## config.mk

```make
export PLATFORM = sky130hd
export DESIGN_NAME = psdp_merge
export DESIGN_NICKNAME = d
export VERILOG_FILES = /design/src/hw/rtl/psdp_pkg.sv /design/src/hw/rtl/psdp_merge.sv
export SDC_FILE = /design/constraint.sdc
export NUM_CORES = 1
export LEC_CHECK = 0
export CAP_MARGIN = 10
export CELL_PAD_IN_SITES_DETAIL_PLACEMENT = 2
export CELL_PAD_IN_SITES_GLOBAL_PLACEMENT = 2
export CORE_UTILIZATION = 39
export CTS_CLUSTER_DIAMETER = 200
export DETAILED_ROUTE_END_ITERATION = 12
export DONT_BUFFER_PORTS = 1
export HOLD_SLACK_MARGIN = 0.03
export PLACE_DENSITY_LB_ADDON = 0.1
export RECOVER_POWER = 50
export SKIP_CTS_REPAIR_TIMING = 1
export SLEW_MARGIN = 25
export SYNTH_ARGS = -nofsm -noshare
export SYNTH_HDL_FRONTEND = slang
export SYNTH_SLANG_ARGS = --single-unit
```

## constraint.sdc

```tcl
create_clock -name clk -period 3.8 [get_ports clk]
set_clock_uncertainty 0.1 [all_clocks]
set_input_delay 0.38 -clock clk [delete_from_list [all_inputs] [get_ports clk]]
set_output_delay 0.38 -clock clk [all_outputs]
set_load 0.01 [all_outputs]
```

## src/hw/rtl/psdp_pkg.sv

```systemverilog
// Shared types and constants for the precision select dot product block.
package psdp_pkg;

	// Payload widths.
	localparam int CMD_W      = 2;
	localparam int ROW_W      = 5;
	localparam int WIDX_IN_W  = 4;
	localparam int DATA_W     = 64;
	localparam int SUM_W      = 23;
	localparam int ACT_W      = 4;

	// Configuration port.
	localparam int CFG_IDX_W  = 2;
	localparam int CFG_DATA_W = 32;
	localparam int MODE_W     = 2;

	// Byte lanes and their products.
	localparam int LANES       = 8;
	localparam int BYTE_W      = 8;
	localparam int LANE_PROD_W = 16;
	localparam int WORD_SUM_W  = 19;
	localparam int WORD_SUM_MAX = 520200;

	localparam logic [SUM_W-1:0] SUM_MAX = 23'h7F_FFFF;
	localparam logic [ACT_W-1:0] ACT_MAX = 4'hF;

	// Commands.
	localparam logic [CMD_W-1:0] CMD_KWRITE  = 2'd0;
	localparam logic [CMD_W-1:0] CMD_FWRITE  = 2'd1;
	localparam logic [CMD_W-1:0] CMD_COMPUTE = 2'd2;

	// Register indexes.
	localparam logic [CFG_IDX_W-1:0] CFG_PRECISION = 2'd0;
	localparam logic [CFG_IDX_W-1:0] CFG_BIAS      = 2'd1;

	// Lane widths selected by the precision register.
	localparam logic [MODE_W-1:0] MODE_BIT1 = 2'd0;
	localparam logic [MODE_W-1:0] MODE_BIT2 = 2'd1;
	localparam logic [MODE_W-1:0] MODE_BIT4 = 2'd2;
	localparam logic [MODE_W-1:0] MODE_BIT8 = 2'd3;

	typedef logic [MODE_W-1:0]      mode_t;
	typedef logic [LANE_PROD_W-1:0] lane_prod_t;

	// Control that travels alongside each word through the datapath.
	typedef struct packed {
		logic vld;
		logic first;
		logic last;
	} beat_t;

endpackage

```

## src/hw/rtl/psdp_merge.sv

```systemverilog
// Merging stage: adds the eight lane products and accumulates over a row.
module psdp_merge #(
	parameter int ACC_W = 24
) (
	input  logic                                      clk,
	input  logic                                      arst_n,
	input  psdp_pkg::lane_prod_t [psdp_pkg::LANES-1:0] prod_s2,
	input  psdp_pkg::beat_t                           beat_s2,
	output logic [ACC_W-1:0]                          acc,
	output logic                                      done
);
	import psdp_pkg::*;

	logic [WORD_SUM_W-1:0] word_sum;
	logic [WORD_SUM_W-1:0] word_sum_s3;
	beat_t                 beat_s3;
	logic [ACC_W-1:0]      acc_q;
	logic                  done_q;

	always_comb begin
		word_sum = '0;
		for (int l = 0; l < LANES; l++) begin
			word_sum = word_sum + WORD_SUM_W'(prod_s2[l]);
		end
	end

	always_ff @(posedge clk or negedge arst_n) begin
		if (!arst_n) begin
			beat_s3 <= '0;
			done_q  <= 1'b0;
		end else begin
			beat_s3 <= beat_s2;
			done_q  <= beat_s3.vld && beat_s3.last;
		end
	end

	always_ff @(posedge clk) begin
		word_sum_s3 <= word_sum;
		if (beat_s3.vld) begin
			if (beat_s3.first) begin
				acc_q <= ACC_W'(word_sum_s3);
			end else begin
				acc_q <= acc_q + ACC_W'(word_sum_s3);
			end
		end
	end

	assign acc  = acc_q;
	assign done = done_q;

endmodule

```

### Yosys cells after proc, flatten, opt, wreduce, memory -nomap -nowiden

Cells that the tools add are included.
Widths: inputs -> output; s select.

* input port bits: 133
* output and inout bits: 25
* word-level logic and storage cells: 17
* bits in registers: 47

* muxes and demuxes: 1
* add/sub/neg operators: 8
* reductions and logical operators: 1

Operators by type and width (count)
* $add 19x16->19: 4
* $add 24x19->24: 1
* $add 18x16->19: 1
* $mux 19: 1
* $add 17x16->18: 1
* $add 16x16->17: 1
* $logic_and 1x1->1: 1

### Depth between registers and ports, before layout

Gate-level depths: netlist (run 1).

* depth in word-level cells: 7
* depth in mapped cells: 16

### Worst setup path after synthesis (run 1)

OpenSTA, ideal clock, no wires.

* path kind: input to register
* from: input prod_s2[2] (netlist name)
* to: register word_sum_s3[16]
* path slack: -0.694 ns
* data required time: 3.628 ns
* setup time: 0.072 ns
* arrival time: 4.321 ns
* cell stages on the path: 16
* path through: inv_1 > fa_1 > inv_1 > fa_1 > fa_1 > inv_1 > fa_1 > inv_1 > ha_1 > fa_1 > a21oi_1 > o21ai_0 > a21oi_1 > o221ai_1 > o31ai_1 > xnor2_1

* longest elaborated chain between the ends: 7

RTL lines
* start: declaration: RTL line psdp_merge.sv:7 `input psdp_pkg::lane_prod_t [psdp_pkg::LANES-1:0] prod_s2,`
* $add 16x16->17: RTL line psdp_merge.sv:23 `word_sum = word_sum + WORD_SUM_W'(prod_s2[l]);`
* $add 17x16->18: RTL line psdp_merge.sv:23
* $add 18x16->19: RTL line psdp_merge.sv:23
* $add 19x16->19 (4 in series): RTL line psdp_merge.sv:23
* net word_sum[16]: RTL line psdp_merge.sv:14 `logic [WORD_SUM_W-1:0] word_sum;`
* end signal: assignment: RTL line psdp_merge.sv:38 `word_sum_s3 <= word_sum;`
* end: declaration: RTL line psdp_merge.sv:15 `logic [WORD_SUM_W-1:0] word_sum_s3;`

The timed path passes the listed nets, and every way through them passes these cells.
A chain may end at the register's enable or synchronous reset.

### Worst setup path in the final report (run 1)

* from: input prod_s2[3] (netlist name)
* to: register word_sum_s3[17]

The elaborated chain is that of the path after synthesis.

==> metrics.csv, run 1 <==
stage,metric,value,unit
timing,fmax,0.246,GHz
global_route,antenna_found_initial,0,
place,place_hpwl,12900,µm
clock_tree,clock_latency,290,ps
yosys,synth_ff_type,edfxtp_1,
yosys,syn_area,6050,µm²
setup_path,cp_top_family,adder cells,
global_route,track_usage,0.197,
yosys,synth-seq-area-share,0.199,
yosys,synth_top_area_share,0.318,
setup_path,crit_top_cell,fa_1,
die,start_util,0.399,
global_route,grt_overflow_total,0,
power,switching_share,0.483,
timing,setup_viol,10,
setup_path,crit_chain,inv_8 > fa_1 > inv_2 > fa_1 > fa_1 > inv_2 > fa_1 > inv_2 > ha_4 > a21oi_4 > o211ai_1 > nand3_2 > a31oi_2 > nor4_1 > a311o_1,
routing,drtIter0Drc,92,
power,p_seq_frac,0.140,
clock_tree,cts.path.max_buffers,2,
yosys,synth_nets,941,
die,dieArea,16000,µm²
timing,tightest_slew,617,ps
job,max_cap_viol_count,0,
yosys,synth_xor_area_frac,0.0319,
yosys,synth_mux_area_frac,0.00910,
setup_path,endpoint_kind,register,
timing,timing.final.crit_share,1.07,
yosys,synth_warnings,0,
setup_path,cp.arrival,4140,ps
cells_and_area,filler_cell_count,1624,
timing,fin_crit,4070,ps
yosys,synthArstFlopShare,0.0851,
setup_path,slowest_delay,540,ps
cells_and_area,drive_above_1_share,0.140,
place,dp_slack,-750,ps
clock_tree,cts_tree,built,
cells_and_area,final_common_cell,inv_1,
cells_and_area,layout_common_cells,"inv_1, fa_1, buf_4",
routing,routedWlPerCell,16.7,µm
die,core_region_area,15100,µm²
timing,setup_ws,-268,ps
power,p_switching,3.98,mW
power,peakVddDrop,0.373,mV
place,place_area,6610,µm²
routing,viasPerCell,5.08,
global_route,grt_pass1_wl,25300,µm
cells_and_area,design_area,6970,µm²
cells_and_area,final_nets,978,
die,rows,45,
power,power.internal,4.25,mW
timing,rsz0062_at_grt,true,
cells_and_area,antenna_cells,0,
clock_tree,clkTransAtPathRegs,70,ps
outcome,status,"finished, violations left",
power,powerDensity,1180,nW/µm²
yosys,syn-mean-instance-area,8.97,µm²
power,clockPowerShare,0.053,
routing,first_pass_iters,4,
timing,slew_headroom,0.585,
clock_tree,cts.sinks,47,
setup_path,start_kind,primary input,
yosys,yosys.area_share.simple,0.0859,
clock_tree,cts_buffers,5,
routing,drt-total-wl,15000,µm
routing,ant_nets,0,
setup_path,cp.required,3870,ps
setup_path,critPathMaxFanout,3,
yosys,synth-seq-cells,47,
yosys,syn_inst,674,
setup_path,slowest_stage,fa_1,
yosys,yosys.area_share.adder,0.396,
yosys,ys_types,53,
place,io_buffers,0,
place,finalWeightedCongestion,0.763,
power,leakagePower,3.51,nW
yosys,yosysTopAreaCell,fa_1,
timing,hold_viol,0,
clock_tree,root_buffer,clkbuf_16,
setup_path,critical_path_class,primary input to register,
timing,finalMaxSlewViolations,0,
yosys,ys_top_cells_by_area,"fa_1, inv_1, edfxtp_1",
power,post-layout-total-power,8.23,mW
min_path,hp-class,primary input to register,
yosys,synth_compound_area_frac,0.128,
yosys,synth_edf_count,24,
global_route,grt_max_degree,30,
timing,holdWs,236,ps
die,fp.dieH,127,µm
die,die_w,127,µm
die,ios,158,
clock_tree,htreeDepth,2,
power,combPwrFrac,0.808,
yosys,synth_top_family_by_area,adder cells,
setup_path,critPathBufInv,4,
outcome,violations,negative setup slack,
cells_and_area,syn_to_final_growth,15.3,%
routing,drcViolationCount,0,
global_route,grt_pass1_vias,5362,
routing,vias,4571,
## Yosys cell counts, types with 2 or more instances
library cell	instances
a21o_1	13
o21bai_1	5
xnor2_1	8
nand2b_1	6
o31ai_1	6
dfrtp_1	4
o211ai_1	5
o221ai_1	2
a31oi_1	6
edfxtp_1	24
o21ai_0	24
o21a_1	5
dfxtp_1	19
nand3_1	11
nor3_1	11
nor2_1	24
and3_1	2
nand4_1	5
or3_1	2
nand2_1	33
and2_1	3
inv_1	231
clkbuf_1	7
a21oi_1	29
nor2b_1	6
mux2_2	3
or4_1	2
a211oi_1	4
ha_1	38
a211o_1	3
nor3b_1	2
xor2_1	14
a311oi_1	2
fa_1	96
## worst paths after layout
check / slack [ps] / end / start / cells past startpoint
setup / recovery: -270 / word_sum_s3[17] / prod_s2[3] / 15
hold / removal: 240 / word_sum_s3[0] / prod_s2[112] / 2
setup reg to reg: 750 / acc[20] / acc[9] / 7
hold reg to reg: 360 / done / beat_s3[0] / 1
max in group asynchronous: 3130 / beat_s3[2] / arst_n / 1
min in group asynchronous: 270 / beat_s3[0] / arst_n / 1
## kinds of logic (layout without fill, tap and decap cells)
kind of cell / Yosys count / count (layout)
flops: 47 / 47
xor+xnor: 22 / 22
simple gates: 109 / 109
fa+ha+maj: 134 / 134
buf+inv: 240 / 278
mux: 5 / 5
compound gates: 117 / 117
## cell type report
| type | instances | area, µm² | share of cell area |
|---|---|---|---|
| well taps | 188 | 235 | 0.0337 |
| flip-flops and latches | 47 | 1200 | 0.173 |
| multi-input cells | 387 | 4200 | 0.602 |
| clock inverters | 3 | 20.0 | 0.00287 |
| clock buffers | 5 | 125 | 0.0179 |
| inverters | 232 | 893 | 0.128 |
| repair buffers | 38 | 299 | 0.0429 |
## sequential cells by signal (all words and copies together), names as in the netlist
name / count
done: 1
acc: 24
beat_s3: 3
word_sum_s3: 19
## power groups by stage
stage	combinational [mW]	clock (mW)	sequential [mW]
after global placement	5.72	0	1.16
after CTS	6.14	0.454	1.16
after detailed placement	6.08	0	1.17
final	6.65	0.435	1.15
after floorplan	4.25	0	1.06
after global routing	7.47	0.471	1.18
## layer usage
layer | vias to the layer above | part of all wire | global-route usage
met1 | 2320 | 0.39 | 0.220
li1 | 2150 | - | -
met3 | 8 | 0.027 | 0.0219
met5 | - | 0 | 0
met2 | 93 | 0.58 | 0.402
met4 | 0 | 0.0071 | 0.0312
## stage by stage
step	setup TNS, ps	cells	util
2_1_floorplan	-1460	674	-
3_3_place_gp	-4530	884	0.436
3_5_place_dp	-5820	884	0.436
4_1_cts	-2610	892	0.446
5_1_grt	-3120	900	0.460
6_report	-1590	900	0.460
Note: power is estimated with default switching activity, not from simulation.
==> inputs of run 2 (changes only) <==
Settings changed: CORE_UTILIZATION 39 to 35.
Clock period 3.8 ns to 3.6 ns, I/O delays scaled along.
==> metrics.csv, run 2 (synthesized netlist as in run 1, its figures left out) <==
stage,metric,value,unit
timing,setup_ws,-370,ps
clock_tree,cts_buffers,5,
timing,timing.final.crit_share,1.10,
die,rows,47,
clock_tree,cts.sinks,47,
timing,rsz0062_at_grt,true,
cells_and_area,final_common_cell,inv_1,
global_route,grt_pass1_wl,24600,µm
setup_path,endpoint_kind,register,
job,max_cap_viol_count,0,
timing,setup_viol,11,
place,placed_cells,920,
die,fp.dieH,133,µm
setup_path,cp.arrival,4050,ps
place,finalWeightedCongestion,0.785,
timing,slew_headroom,0.577,
routing,vias,4560,
cells_and_area,syn_to_final_growth,17.4,%
place,dp_slack,-908,ps
die,ios,158,
routing,routedWlPerCell,15.3,µm
global_route,grt_overflow_total,0,
clock_tree,root_buffer,clkbuf_16,
routing,first_pass_iters,4,
clock_tree,clkTransAtPathRegs,70,ps
clock_tree,clock_latency,290,ps
clock_tree,cts.path.max_buffers,2,
routing,drtIter0Drc,102,
cells_and_area,layout_common_cells,"inv_1, fa_1, buf_4",
global_route,antenna_found_initial,0,
outcome,status,"finished, violations left",
timing,fin_crit,3970,ps
die,start_util,0.362,
cells_and_area,final_nets,983,
routing,drcViolationCount,0,
routing,drt-total-wl,14400,µm
die,core_region_area,16700,µm²
clock_tree,cts_tree,built,
timing,fmax,0.252,GHz
outcome,violations,negative setup slack,
cells_and_area,antenna_cells,0,
global_route,grt_max_degree,30,
cells_and_area,drive_above_1_share,0.151,
clock_tree,htreeDepth,2,
routing,viasPerCell,4.87,
timing,holdWs,240,ps
setup_path,cp.required,3680,ps
timing,hold_viol,0,
setup_path,critical_path_class,primary input to register,
place,io_buffers,0,
place,place_hpwl,12600,µm
routing,ant_nets,0,
timing,finalMaxSlewViolations,0,
setup_path,start_kind,primary input,
min_path,hp-class,primary input to register,
cells_and_area,largest_register_ffs,24,
cells_and_area,layout.cells.non_filler,937,
setup_path,critPathMaxFanout,3,
timing,tightest_slew,629,ps
global_route,grt_pass1_vias,5348,
global_route,track_usage,0.171,
die,die_w,133,µm
die,dieArea,17800,µm²
[run 2: cell types whose count changed in the layout (fill, tap and decap cells not counted), sizes merged]
cell  delta
buf      +5
[run 2: stage by stage]
stage	instance area [µm²]	util	setup TNS, ps
after floorplan	6190	-	-3220
after global placement	6680	0.400	-6780
after detailed placement	6680	0.400	-7780
after CTS	6830	0.409	-4020
after global routing	7100	0.425	-4770
final	7100	0.425	-2890
[run 2: path summary, 6_finish.rpt]
kind / endpoint / slack (ps) / cells past startpoint / start
max in group asynchronous: beat_s3[2] / 2950 / 1 / arst_n
min in group asynchronous: done / 250 / 1 / arst_n
worst min register to register: done / 380 / 1 / beat_s3[0]
worst min-delay path: word_sum_s3[0] / 240 / 2 / prod_s2[112]
worst max register to register: acc[22] / 640 / 7 / acc[9]
worst max-delay path: word_sum_s3[16] / -370 / 16 / prod_s2[66]
[run 2: cell type report]
type | instances | area, µm²
clock inverters | 3 | 20.0
well taps | 220 | 275
fillers | 1866 | 9600
multi-input cells | 387 | 4230
flip-flops and latches | 47 | 1200
inverters | 232 | 896
repair buffers | 43 | 355
clock buffers | 5 | 125
[run 2: metal layers]
layer  wire length, µm  vias up  GRT usage
li1                  -     2158          -
met1              5540     2309      0.186
met2              8260       88      0.348
met3               477        5     0.0240
met4                86        0     0.0265
met5                 0        -          0
[run 2: critical path: stages]
cell and delay [ps]:
inv_8 10, fa_1 540, inv_2 40, fa_1 490, fa_1 510, inv_2 40, fa_1 490, inv_2 50
ha_4 160, fa_2 370, a21oi_4 180, o21ai_2 80, a21oi_2 210, o221ai_2 160, o31ai_2 260, xnor2_1 100
Power of run 2 is not shown: default switching activity piles up to over one toggle a cycle in this logic, so the estimate is an artifact.
