**src/hw/rtl/psdp_pkg.sv**
```systemverilog
// Shared types and constants for the precision select dot product block.
package psdp_pkg;

	// Payload widths.
	localparam int CMD_W      = 2;
	localparam int ROW_W      = 5;
	localparam int WIDX_IN_W  = 4;
	localparam int DATA_W     = 64;
	localparam int SUM_W      = 23;
	localparam int ACT_W      = 4;

	// Configuration port.
	localparam int CFG_IDX_W  = 2;
	localparam int CFG_DATA_W = 32;
	localparam int MODE_W     = 2;

	// Byte lanes and their products.
	localparam int LANES       = 8;
	localparam int BYTE_W      = 8;
	localparam int LANE_PROD_W = 16;
	localparam int WORD_SUM_W  = 19;
	localparam int WORD_SUM_MAX = 520200;

	localparam logic [SUM_W-1:0] SUM_MAX = 23'h7F_FFFF;
	localparam logic [ACT_W-1:0] ACT_MAX = 4'hF;

	// Commands.
	localparam logic [CMD_W-1:0] CMD_KWRITE  = 2'd0;
	localparam logic [CMD_W-1:0] CMD_FWRITE  = 2'd1;
	localparam logic [CMD_W-1:0] CMD_COMPUTE = 2'd2;

	// Register indexes.
	localparam logic [CFG_IDX_W-1:0] CFG_PRECISION = 2'd0;
	localparam logic [CFG_IDX_W-1:0] CFG_BIAS      = 2'd1;

	// Lane widths selected by the precision register.
	localparam logic [MODE_W-1:0] MODE_BIT1 = 2'd0;
	localparam logic [MODE_W-1:0] MODE_BIT2 = 2'd1;
	localparam logic [MODE_W-1:0] MODE_BIT4 = 2'd2;
	localparam logic [MODE_W-1:0] MODE_BIT8 = 2'd3;

	typedef logic [MODE_W-1:0]      mode_t;
	typedef logic [LANE_PROD_W-1:0] lane_prod_t;

	// Control that travels alongside each word through the datapath.
	typedef struct packed {
		logic vld;
		logic first;
		logic last;
	} beat_t;

endpackage

```
**src/hw/rtl/psdp_lane.sv**
```systemverilog
// One byte lane: sub-word products of a kernel byte and a feature byte.
module psdp_lane (
	input  logic                           clk,
	input  psdp_pkg::mode_t                mode,
	input  logic [psdp_pkg::BYTE_W-1:0]    kbyte,
	input  logic [psdp_pkg::BYTE_W-1:0]    fbyte,
	output psdp_pkg::lane_prod_t           prod_s2
);
	import psdp_pkg::*;

	lane_prod_t prod;

	always_comb begin
		prod = '0;
		case (mode)
			MODE_BIT1: begin
				for (int i = 0; i < BYTE_W; i++) begin
					prod = prod + LANE_PROD_W'(kbyte[i] & fbyte[i]);
				end
			end
			MODE_BIT2: begin
				for (int i = 0; i < BYTE_W / 2; i++) begin
					prod = prod + LANE_PROD_W'(kbyte[2*i +: 2]) * LANE_PROD_W'(fbyte[2*i +: 2]);
				end
			end
			MODE_BIT4: begin
				prod = LANE_PROD_W'(kbyte[3:0]) * LANE_PROD_W'(fbyte[3:0])
					+ LANE_PROD_W'(kbyte[7:4]) * LANE_PROD_W'(fbyte[7:4]);
			end
			MODE_BIT8: begin
				prod = LANE_PROD_W'(kbyte) * LANE_PROD_W'(fbyte);
			end
			default: begin
				prod = '0;
			end
		endcase
	end

	always_ff @(posedge clk) begin
		prod_s2 <= prod;
	end

endmodule

```
**config.mk**
```make
export PLATFORM = sky130hd
export DESIGN_NAME = psdp_lane
export DESIGN_NICKNAME = d
export VERILOG_FILES = /design/src/hw/rtl/psdp_pkg.sv /design/src/hw/rtl/psdp_lane.sv
export SDC_FILE = /design/constraint.sdc
export NUM_CORES = 1
export LEC_CHECK = 0
export ABC_AREA = 1
export BUFFER_PORTS_ARGS = -buffer_cell sky130_fd_sc_hd__buf_2
export CAP_MARGIN = 40
export CORE_MARGIN = 4
export CORE_UTILIZATION = 57
export DETAILED_ROUTE_END_ITERATION = 16
export PLACE_DENSITY_LB_ADDON = 0.1
export SLEW_MARGIN = 10
export SYNTH_ARGS = -nofsm -noshare
export SYNTH_HDL_FRONTEND = slang
export SYNTH_SLANG_ARGS = --single-unit
export TNS_END_PERCENT = 20
```
**constraint.sdc**
```tcl
create_clock -name clk -period 3.7 [get_ports clk]
set_input_delay 0.185 -clock clk [delete_from_list [all_inputs] [get_ports clk]]
set_output_delay 0.185 -clock clk [all_outputs]
set_load 0.05 [all_outputs]
```
* After elaboration in Yosys (flattened, before gate mapping) *
Cells that the tools add are included.

cells by class
  $add $sub $neg = 11
  $mul = 7
  eq/ne operators = 3
  multiplexer cells = 1
  bitwise logic cells = 8
  reduce and logical (&&, ||, !) cells = 1

operators by type and width
  cell                number
  $pmux 16 s4         1
  $mul 2x2->4         4
  $mul 4x4->8         2
  $mul 8x8->16        1
  $add 8x8->9         1
  $add 7x1->8         1
  $and 1x1->1         8
  $add 6x1->7         1
  $add 6x4->7         1
  $add 5x1->6         1
  $add 5x4->6         1
  $add 4x1->5         1
  $add 4x4->5         1
  $add 3x1->4         1
  $eq 2x2->1 const B  2
  $add 2x1->3         1
  $add 1x1->2         1
  $eq 2x1->1 const B  1
  $logic_not 2->1     1

word-level totals
  register bits = 16

* Longest topological paths before layout *
Gate-level depths: netlist (run 1).

  depth after elaboration = 9
  mapped depth = 21

* Worst setup path after synthesis (run 1) *
OpenSTA, ideal clock, no wires.

  path kind = input port to flip-flop
  start = input kbyte[2] (netlist name)
  end = register prod_s2[4]
  arrival = 3.630 ns
  data required time = 3.575 ns
  slack = -0.055 ns
  stages on the path = 15
  path buffers = 1
  cell sequence = clkbuf_1 > nand2_1 > xor2_1 > ha_1 > or2_2 > fa_1 > inv_1 > fa_1 > fa_1 > inv_1 > ha_1 > fa_1 > xor2_1 > nand2_1 > nand3_1

on the way
  cells in the longest elaborated chain, start to end = 8

ends and longest elaborated chain
  what                  RTL line         text
  from (decl)           psdp_lane.sv:5   input logic [psdp_pkg::BYTE_W-1:0] kbyte,
  $and 1x1->1           psdp_lane.sv:18  prod = prod + LANE_PROD_W'(kbyte[i] & fbyte[i]);
  $add 2x1->3           psdp_lane.sv:18
  $add 3x1->4           psdp_lane.sv:18
  $add 4x1->5           psdp_lane.sv:18
  $add 5x1->6           psdp_lane.sv:18
  $add 6x1->7           psdp_lane.sv:18
  $add 7x1->8           psdp_lane.sv:18
  $pmux 16 s4 (*)       psdp_lane.sv:15  case (mode)
  net prod[4]           psdp_lane.sv:11  lane_prod_t prod;
  to (signal assigned)  psdp_lane.sv:40  prod_s2 <= prod;
  to (decl)             psdp_lane.sv:7   output psdp_pkg::lane_prod_t prod_s2

The timed path passes the listed nets; every way through them passes the cells marked *.

* Final worst setup path (run 1) *
  start = input kbyte[5] (netlist name)
  end = register prod_s2[7]

on the way
  cells in the longest elaborated chain, start to end = 5

ends and longest elaborated chain
  what             RTL line
  $and 1x1->1      psdp_lane.sv:18
  $add 5x1->6      psdp_lane.sv:18
  $add 6x1->7      psdp_lane.sv:18
  $add 7x1->8      psdp_lane.sv:18
  $pmux 16 s4 (*)  psdp_lane.sv:15
  net prod[7]      psdp_lane.sv:11

Marked as above.

==> results of run 1 <==
==> kinds of logic after synthesis <==
logic type      synth area share
xor+xnor                  0.0145
compound gates            0.0343
buf+inv                    0.174
simple gates               0.201
fa+ha+maj                  0.501
flops                     0.0756
==> cells in the mapped netlist <==
cell / count
inv_1: 178
nand2_1: 151
ha_1: 69
fa_1: 63
nor2_1: 22
nand3_1: 21
a21oi_1: 16
clkbuf_1: 16
dfxtp_1: 16
o21ai_0: 7
nand4_1: 5
xnor2_1: 4
xor2_1: 3
nand3_2: 2
o2111ai_1: 2
or2_2: 2
buf_4: 1
nand2_2: 1
nand3b_1: 1
nor2_4: 1
o21ai_1: 1
o21bai_1: 1
or2_1: 1
==> layout make-up <==
cell class | instances | area share
Multi-Input combinational cell | 373 | 0.653
Inverter | 178 | 0.134
Timing Repair Buffer | 86 | 0.113
Sequential cell | 16 | 0.0643
Tap cell | 99 | 0.0248
Clock buffer | 4 | 0.0110
==> layer usage <==
layer	vias to the layer above	wire length [um]	GRT usage	part of all wire
met5	-	0	0	0
met4	0	263	0.0722	0.025
li1	1843	-	-	-
met2	80	5270	0.465	0.51
met3	23	444	0.0345	0.043
met1	1697	4350	0.329	0.42
==> placed cells by master, fill, tap and decap left out, drive strengths merged, types with 3 or more instances in the layout <==
| cell type | count |
|---|---|
| nor2 | 23 |
| inv | 178 |
| buf | 85 |
| o21ai | 8 |
| nand3 | 23 |
| clkbuf | 5 |
| nand2 | 152 |
| ha | 69 |
| xor2 | 3 |
| xnor2 | 4 |
| nand4 | 5 |
| a21oi | 16 |
| or2 | 3 |
| dfxtp | 16 |
| fa | 63 |
==> worst max-delay path, stage by stage <==
cell and delay, ps:
buf_2 160, nand2_1 90, fa_1 530, inv_1 80, fa_1 520, fa_1 570
inv_1 60, fa_1 540, inv_1 50, ha_1 360, a21oi_1 200, nand2_2 100
nand3_2 80, nand3_1 70, nand3_1 90, nand2_1 50
==> path summary, 6_finish.rpt <==
check     start         end
max    kbyte[5]  prod_s2[7]
min     mode[0]  prod_s2[8]
==> where the power goes <==
part | leakage, nW | switching, mW | internal (mW) | total [mW]
Sequential | 0.132 | 0.0158 | 0.235 | 0.251
Combinational | 3.09 | 1.24 | 0.756 | 2.00
Clock | 0.0288 | 0.0681 | 0.0947 | 0.163
Total | 3.25 | 1.33 | 1.09 | 2.41
==> through the flow <==
| stage | hold WS (ps) | total power, mW | cell area (sq um) |
|---|---|---|---|
| final | 295 | 2.41 | 4980 |
| after global placement | 555 | 2.09 | 4850 |
| after global routing | 306 | 2.71 | 4980 |
| after CTS | 281 | 2.30 | 4910 |
| after floorplan | 372 | 1.60 | 4240 |
| after detailed placement | 563 | 2.11 | 4850 |
==> impl_metrics.yaml, run 1 <==
run_status:
  status: "finished, final reports clean"
sta:
  min_period_ps: 3580
  finalSetupTns_ps: 0
  slew_headroom: 0.715
  max_freq_mhz: 279
  rsz0062_at_grt: "true"
  fin_ws_ps: 116
  post-route-period-util: 0.969
  hold_viol_final: 0
  worstMarginPinSlew_ps: 427
  drv_slew: 0
  finalSetupViolCount: 0
place:
  dp_slack_ps: -212
  gp_congestion: 0.946
  io_buffer_count: 34
  place_inst: 752
  dp_hpwl_um: 9120
pwr:
  p_per_area_nw_per_um2: 484
  p_leak_nw: 3.25
  peakVddDrop_mv: 0.399
synthesis:
  netlist.area_leader.share: 0.298
  synth.distinct_cells: 23
  synth_seq_area_share: 0.0756
  synth_top_area_cell: "fa_1"
  yosys_warnings: 0
  syn_nets: 735
  synth_area_sq_um: 4240
  syn_inst: 584
  synthTopCellsByArea: "fa_1 30%, ha_1 20%, inv_1 16%"
  syn_avg_cell_area_sq_um: 7.25
  synth_seq_cells: 16
setup_path:
  cp_max_fo: 7
  crit_type: "input pin to flip-flop"
  worstPathRequired_ps: 3860
  cp-start-kind: "input pin"
  end_kind: "flip-flop"
  crit_arrival_ps: 3740
min_path:
  hp-class: "input pin to flip-flop"
  hold_depth: 4
detailed_routing:
  num_vias: 3643
  viasPerCell: 4.82
  ant_nets: 0
  route.detailed.drc: 0
  finalWirelength_um: 10300
  drtIter0Drc: 188
  firstDrtPassIters: 4
  wl_per_cell_um: 13.7
floorplanning:
  row_count: 31
  fp.dieArea_sq_um: 8880
  die_w_um: 94.2
  dieHeight_um: 94.2
  core_area_sq_um: 7250
  start_util: 0.584
  boundaryPins: 35
finish:
  antenna_cells_inserted: 0
  largest_register_ffs: 16
  fillers: 652
  finish.utilization: 0.687
  multi_input_area_sq_um: 3250
  stdcell_count: 756
  layout.nets: 809
  regMostFlops: "prod_s2"
  largest_registers: "prod_s2: 16 flops"
  seqCellArea_sq_um: 320
  drive_gt1_frac: 0.166
  synthToLayoutAreaGrowth_pct: 17.7
clock_tree:
  cts_buffers: 3
  cts-resized-gates: 0
  cts.sinks: 16
  cts_buffer_depth: 2
  cts_hold_buf: 0
  cts-root-buf: "clkbuf_8"
  cts_tree: "done"
  cts_max_level: 1
  cts.clk_slew.worst_paths_ps: 70
  post_cts_buffers: 0
global_routing:
  grt_max_degree: 13
  track_usage: 0.261
  antenna_found_initial: 0
  grt_pass1_wl_um: 18000
  grt-ovfl-total: 0
  grt_pass1_vias: 3929
job:
  maxCapViolations: 0
Note: power is estimated with default switching activity, not from simulation.
==> run 2, diff against run 1 <==
--- a/config.mk
+++ b/config.mk
@@ -9,6 +9,6 @@
 export BUFFER_PORTS_ARGS = -buffer_cell sky130_fd_sc_hd__buf_2
 export CAP_MARGIN = 40
-export CORE_MARGIN = 4
-export CORE_UTILIZATION = 57
+export CORE_MARGIN = 5
+export CORE_UTILIZATION = 63
 export DETAILED_ROUTE_END_ITERATION = 16
 export PLACE_DENSITY_LB_ADDON = 0.1
==> constraint.sdc (replaced) <==
create_clock -name clk -period 3.35 [get_ports clk]
set_input_delay 0.335 -clock clk [delete_from_list [all_inputs] [get_ports clk]]
set_output_delay 0.335 -clock clk [all_outputs]
set_load 0.05 [all_outputs]
==> run 2 against run 1 <==
Compared with the run above: the flow now finishes with violations (negative setup slack); worst setup slack got worse by 320 ps; core utilization increased by 14 points; die area decreased by 4.6%; clock-buffer cell count unchanged; first-iteration DRC count increased by 19%; via count increased by 5.7%; non-clock buffer count increased by 5; sequential power increased by 8.8%; design area increased by 7.3%; highest routed layer unchanged.
==> impl_metrics.yaml, run 2 (same netlist as run 1, synthesis figures left out) <==
run_status:
  status: "finished, violations left"
  violations: "negative setup slack"
clock_tree:
  cts_max_level: 1
  cts_buffers: 3
  cts.clk_slew.worst_paths_ps: 80
  cts-root-buf: "clkbuf_8"
  cts.sinks: 16
  cts_hold_buf: 0
  cts_buffer_depth: 2
  cts_tree: "done"
min_path:
  hp-class: "input pin to flip-flop"
global_routing:
  met3_usage: 0.0450
  met2_usage: 0.544
  track_usage: 0.284
  grt_pass1_vias: 4160
  grt_max_degree: 13
  met1_usage: 0.328
  antenna_found_initial: 0
  grt-ovfl-total: 0
  grt_pass1_wl_um: 19100
  gr-max-usage-layer: "met2"
detailed_routing:
  finalWirelength_um: 11300
  route.detailed.drc: 0
  firstDrtPassIters: 4
  viasPerCell: 5.21
  num_vias: 3852
  ant_nets: 0
  wl_per_cell_um: 15.2
  drtIter0Drc: 223
place:
  gp_congestion: 0.918
  io_buffer_count: 34
  dp_hpwl_um: 9550
  post_dp_cell_area_sq_um: 5060
sta:
  finalSetupViolCount: 12
  worstMarginPinSlew_ps: 451
  rsz0062_at_grt: "true"
  fin_ws_ps: -200
  drv_slew: 0
  min_period_ps: 3550
  max_freq_mhz: 282
  worst_hold_slack_ps: 452
  slew_headroom: 0.699
  hold_viol_final: 0
  post-route-period-util: 1.06
pwr:
  peakVddDrop_mv: 0.651
  p_sw_frac: 0.533
  p_sw_mw: 1.62
  p_per_area_nw_per_um2: 569
  internal-power_mw: 1.42
  pwr-share-comb: 0.849
  p_leak_nw: 3.35
  power_mw: 3.04
  clockPowerShare: 0.061
  p_seq_frac: 0.090
finish:
  regMostFlops: "prod_s2"
  synthToLayoutAreaGrowth_pct: 26.2
  largest_register_ffs: 16
  largest_registers: "prod_s2: 16 flops"
  fillers: 414
  drive_gt1_frac: 0.266
  mostFrequentLayoutCell: "inv_1"
  finalInstanceArea_sq_um: 5350
  finish.utilization: 0.828
  layout.nets: 814
  antenna_cells_inserted: 0
  layout_common_cells: "160 x inv_1, 121 x nand2_1, 60 x ha_1, 59 x fa_1, 59 x buf_4"
floorplanning:
  boundaryPins: 35
  fp.dieArea_sq_um: 8460
  row_count: 29
  dieHeight_um: 92.0
  core_area_sq_um: 6460
  die_w_um: 92.0
  start_util: 0.656
setup_path:
  end_kind: "flip-flop"
  crit_arrival_ps: 3710
  crit_type: "input pin to flip-flop"
  worstPathRequired_ps: 3510
  cp_max_fo: 7
  cp-start-kind: "input pin"
job:
  maxCapViolations: 0
run 2: changes by cell type in the layout (fill, tap and decap cells not counted), moves of 5 or more:
cell     before  now
inv_1       177  160
nand2_4       0    6
ha_1         65   60
buf_6         0    5
nand2_2       5   24
nor2_1       22   17
inv_2         1   18
nand2_1     147  121
buf_4        52   59
buf_2        33   20
run 2: worst max-delay path, cell delays in order:
cell and delay (ps):
buf_6 120, nand2_2 70, fa_1 480, fa_1 570, inv_2 50, fa_1 570, inv_2 50, fa_1 520
inv_2 50, ha_4 310, nand2_2 60, nand2_2 80, nand2_2 70, nand2_2 70, nand2_2 60, nand3_1 80
nand2_1 50, inv_1 60, nor2_2 40
run 2: area by class of cell:
class | instances | area [sq um] | share of cell area
multi-input combinational | 373 | 3490 | 0.652
sequential | 16 | 320 | 0.0599
inverter | 178 | 668 | 0.125
timing repair buffer | 91 | 719 | 0.135
clock buffer | 4 | 55.1 | 0.0103
tap | 77 | 96.3 | 0.0180
run 2: per-stage QoR:
stage	setup slack (ps)	instances	TNS, ps
after detailed placement	-518	734	-5860
final	-200	739	-1240
after global routing	-328	739	-2840
after CTS	-107	738	-594
after global placement	-458	734	-5110
after floorplan	-126	584	-1360
run 2: repair_timing:
item                       CTS  global route
cloned                       0             0
setup buffers                0             1
setup endpoints to repair   13            13
resized for setup           43            29
pin swaps                   19            10
run 2: metal layers:
layer / part of all wire / routed length (um)
met5: 0 / 0
met2: 0.55 / 6160
met3: 0.047 / 530
met4: 0.028 / 314
met1: 0.38 / 4260
run 2: path summary, 6_finish.rpt:
kind	from	to	depth (start not counted)
setup / recovery	kbyte[5]	prod_s2[14]	19
hold / removal	mode[0]	prod_s2[1]	4
run 2: power by group through the flow:
stage | logic (mW) | clock network (mW) | registers, mW
2_1_floorplan | 1.47 | 0 | 0.528
3_3_place_gp | 2.31 | 0 | 0.277
3_5_place_dp | 2.39 | 0 | 0.277
4_1_cts | 2.46 | 0.185 | 0.273
5_1_grt | 2.87 | 0.191 | 0.282
6_report | 2.58 | 0.185 | 0.273
==> run 3, diff against run 2 <==
- ABC_AREA: 1 -> default
- CORE_UTILIZATION: 63 -> 62
- GPL_TIMING_DRIVEN: default -> 0
==> run 3 against run 2 <==
Compared with the run above: the run still ends with negative setup slack left; synthesized cell count down 27%; worst setup slack got worse by 280 ps; sequential cell count is the same; core utilization decreased by 8.0 points; sequential share of layout area up 0.79 points; die area decreased by 4.0%; largest cell class unchanged.
==> impl_metrics.yaml, run 3 <==
run_status:
  status: "finished, violations left"
  violations: "negative setup slack"
finish:
  synthToLayoutAreaGrowth_pct: 18.6
  antenna_cells_inserted: 0
  regMostFlops: "prod_s2"
  largest_registers: "prod_s2: 16 flops"
  stdcell_count: 549
  mostFrequentLayoutCell: "inv_1"
  layout_common_cells: "94 x inv_1, 61 x ha_1, 58 x fa_1, 34 x and2_1, 21 x nand2_1"
  largest_register_ffs: 16
  drive_gt1_frac: 0.250
  fillers: 460
  layout.nets: 625
detailed_routing:
  route.detailed.drc: 0
  finalWirelength_um: 9240
  wl_per_cell_um: 16.8
  viasPerCell: 5.58
  firstDrtPassIters: 4
  ant_nets: 0
  drtIter0Drc: 77
  num_vias: 3064
global_routing:
  track_usage: 0.240
  grt_max_degree: 11
  antenna_found_initial: 0
  grt_pass1_vias: 3486
  grt_pass1_wl_um: 15900
  grt-ovfl-total: 0
clock_tree:
  cts_max_level: 1
  cts.sinks: 16
  cts_buffer_depth: 2
  cts-root-buf: "clkbuf_8"
  cts_tree: "done"
  cts_buffers: 3
  cts.clk_slew.worst_paths_ps: 70
  cts_hold_buf: 0
synthesis:
  yosysMostFrequentCell: "inv_1"
  synth_top_area_cell: "fa_1"
  synthArstFlopShare: 0
  yosys_warnings: 0
  synth_top_family_by_area: "adder cells"
  syn_inst: 425
  syn_avg_cell_area_sq_um: 9.37
  ys.flop_type: "dfxtp_1"
  synth.distinct_cells: 43
  synth_seq_cells: 16
  synth-simple-area-share: 0.133
  synthAdderAreaFrac: 0.533
  synth_area_sq_um: 3980
  synthTopCellsByArea: "fa_1 32%, ha_1 22%, inv_1 9.6%"
  syn_nets: 576
  synth_compound_area_frac: 0.0996
  synth_seq_area_share: 0.0804
  synth.area.mux_share: 0.0226
  netlist.area_leader.share: 0.317
  synthXorXnorAreaFrac: 0.0308
  synth_edf_count: 0
  synthTopCellsByCount: "102 x inv_1, 69 x ha_1, 63 x fa_1, 45 x and2_1, 26 x nand2_1"
sta:
  post-route-period-util: 1.14
  finalSetupViolCount: 14
  drv_slew: 0
  slew_headroom: 0.647
  max_freq_mhz: 261
  hold_viol_final: 0
  fin_ws_ps: -477
  worstMarginPinSlew_ps: 529
  rsz0062_at_grt: "true"
  min_period_ps: 3830
place:
  io_buffer_count: 34
  dp_hpwl_um: 7720
  dp_slack_ps: -947
  place_inst: 536
  gp_congestion: 0.864
min_path:
  worstHoldStart: "mode[1]"
  hold_depth: 2
  holdPathEnd: "prod_s2[2]"
  hp-class: "input pin to flip-flop"
setup_path:
  cpMostUsedCell: "fa_1"
  crit_path_cell_trace: "buf_4 -> nand2_1 -> xor2_1 -> ha_1 -> or2_2 -> fa_1 -> inv_1 -> fa_1 -> fa_1 -> inv_1 -> ha_2 -> fa_1 -> mux4_2"
  cpLargestDelayFamily: "adder cells"
  crit_arrival_ps: 3960
  cp-start-kind: "input pin"
  end_kind: "flip-flop"
  critPathBufInv: 3
  cpMaxStageDelayCell: "fa_1"
  max_stage_delay_ps: 540
  cp_max_fo: 8
  worstPathRequired_ps: 3480
  crit_type: "input pin to flip-flop"
pwr:
  p_leak_nw: 2.49
  peakVddDrop_mv: 0.901
  p_per_area_nw_per_um2: 619
  power_mw: 2.93
job:
  maxCapViolations: 0
floorplanning:
  row_count: 29
  dieHeight_um: 90.2
  fp.dieArea_sq_um: 8130
  core_area_sq_um: 6310
  start_util: 0.631
  die_w_um: 90.2
  boundaryPins: 35
==> run 3: final cells by class <==
class,count,area (sq um),area share
repair buffers,45,363,0.0768
well taps,77,96.3,0.0204
multi-input cells,304,3510,0.744
plain buffers,2,7.51,0.00159
flip-flops and latches,16,320,0.0678
inverters,102,383,0.0810
clock buffers,3,41.3,0.00874
==> run 3: per-stage QoR <==
step | util | setup TNS, ps | area [sq um] | hold WS, ps
2_1_floorplan | - | -4680 | 4050 | 507
3_3_place_gp | 0.684 | -10660 | 4320 | 743
3_5_place_dp | 0.684 | -11200 | 4320 | 743
4_1_cts | 0.724 | -5730 | 4570 | 474
5_1_grt | 0.748 | -6570 | 4720 | 508
6_report | 0.748 | -4960 | 4720 | 492
==> run 3: cells by family (layout without fill, tap and decap cells) <==
group,count (synthesis),after routing
adder cells (fa/ha/maj),132,132
AND/OR/NAND/NOR,99,99
buffers and inverters,105,152
multiplexers,4,4
flip-flops,16,16
XOR/XNOR,14,14
AO/OA/AOI/OAI,55,55
==> run 3: routing by layer <==
| layer | share of wire | GRT usage | vias up |
|---|---|---|---|
| li1 | - | - | 1446 |
| met1 | 0.40 | 0.279 | 1523 |
| met2 | 0.52 | 0.449 | 70 |
| met3 | 0.035 | 0.0309 | 25 |
| met4 | 0.037 | 0.0819 | 0 |
| met5 | 0 | 0 | - |
==> run 3: worst max-delay path by stage <==
stage                     startpoint     endpoint  depth (start not counted)
after floorplan             kbyte[7]  prod_s2[13]                         14
after global placement      kbyte[0]  prod_s2[15]                         15
after detailed placement    kbyte[0]  prod_s2[15]                         15
after CTS                   kbyte[6]  prod_s2[13]                         15
after global routing        fbyte[3]   prod_s2[8]                         16
final                       fbyte[2]   prod_s2[3]                         13
==> run 3: power breakdown <==
part | total [mW] | leakage [nW] | switching [mW] | internal, mW
logic | 2.49 | 2.34 | 1.44 | 1.05
clock network | 0.153 | 0.0216 | 0.0733 | 0.0800
registers | 0.278 | 0.132 | 0.0140 | 0.264
==> run 3: what timing repair did <==
item | 4_1_cts | 5_1_grt
endpoints found under the setup margin | 15 | 15
setup buffers | 9 | 2
pin swaps | 27 | 27
gates resized for setup | 39 | 44
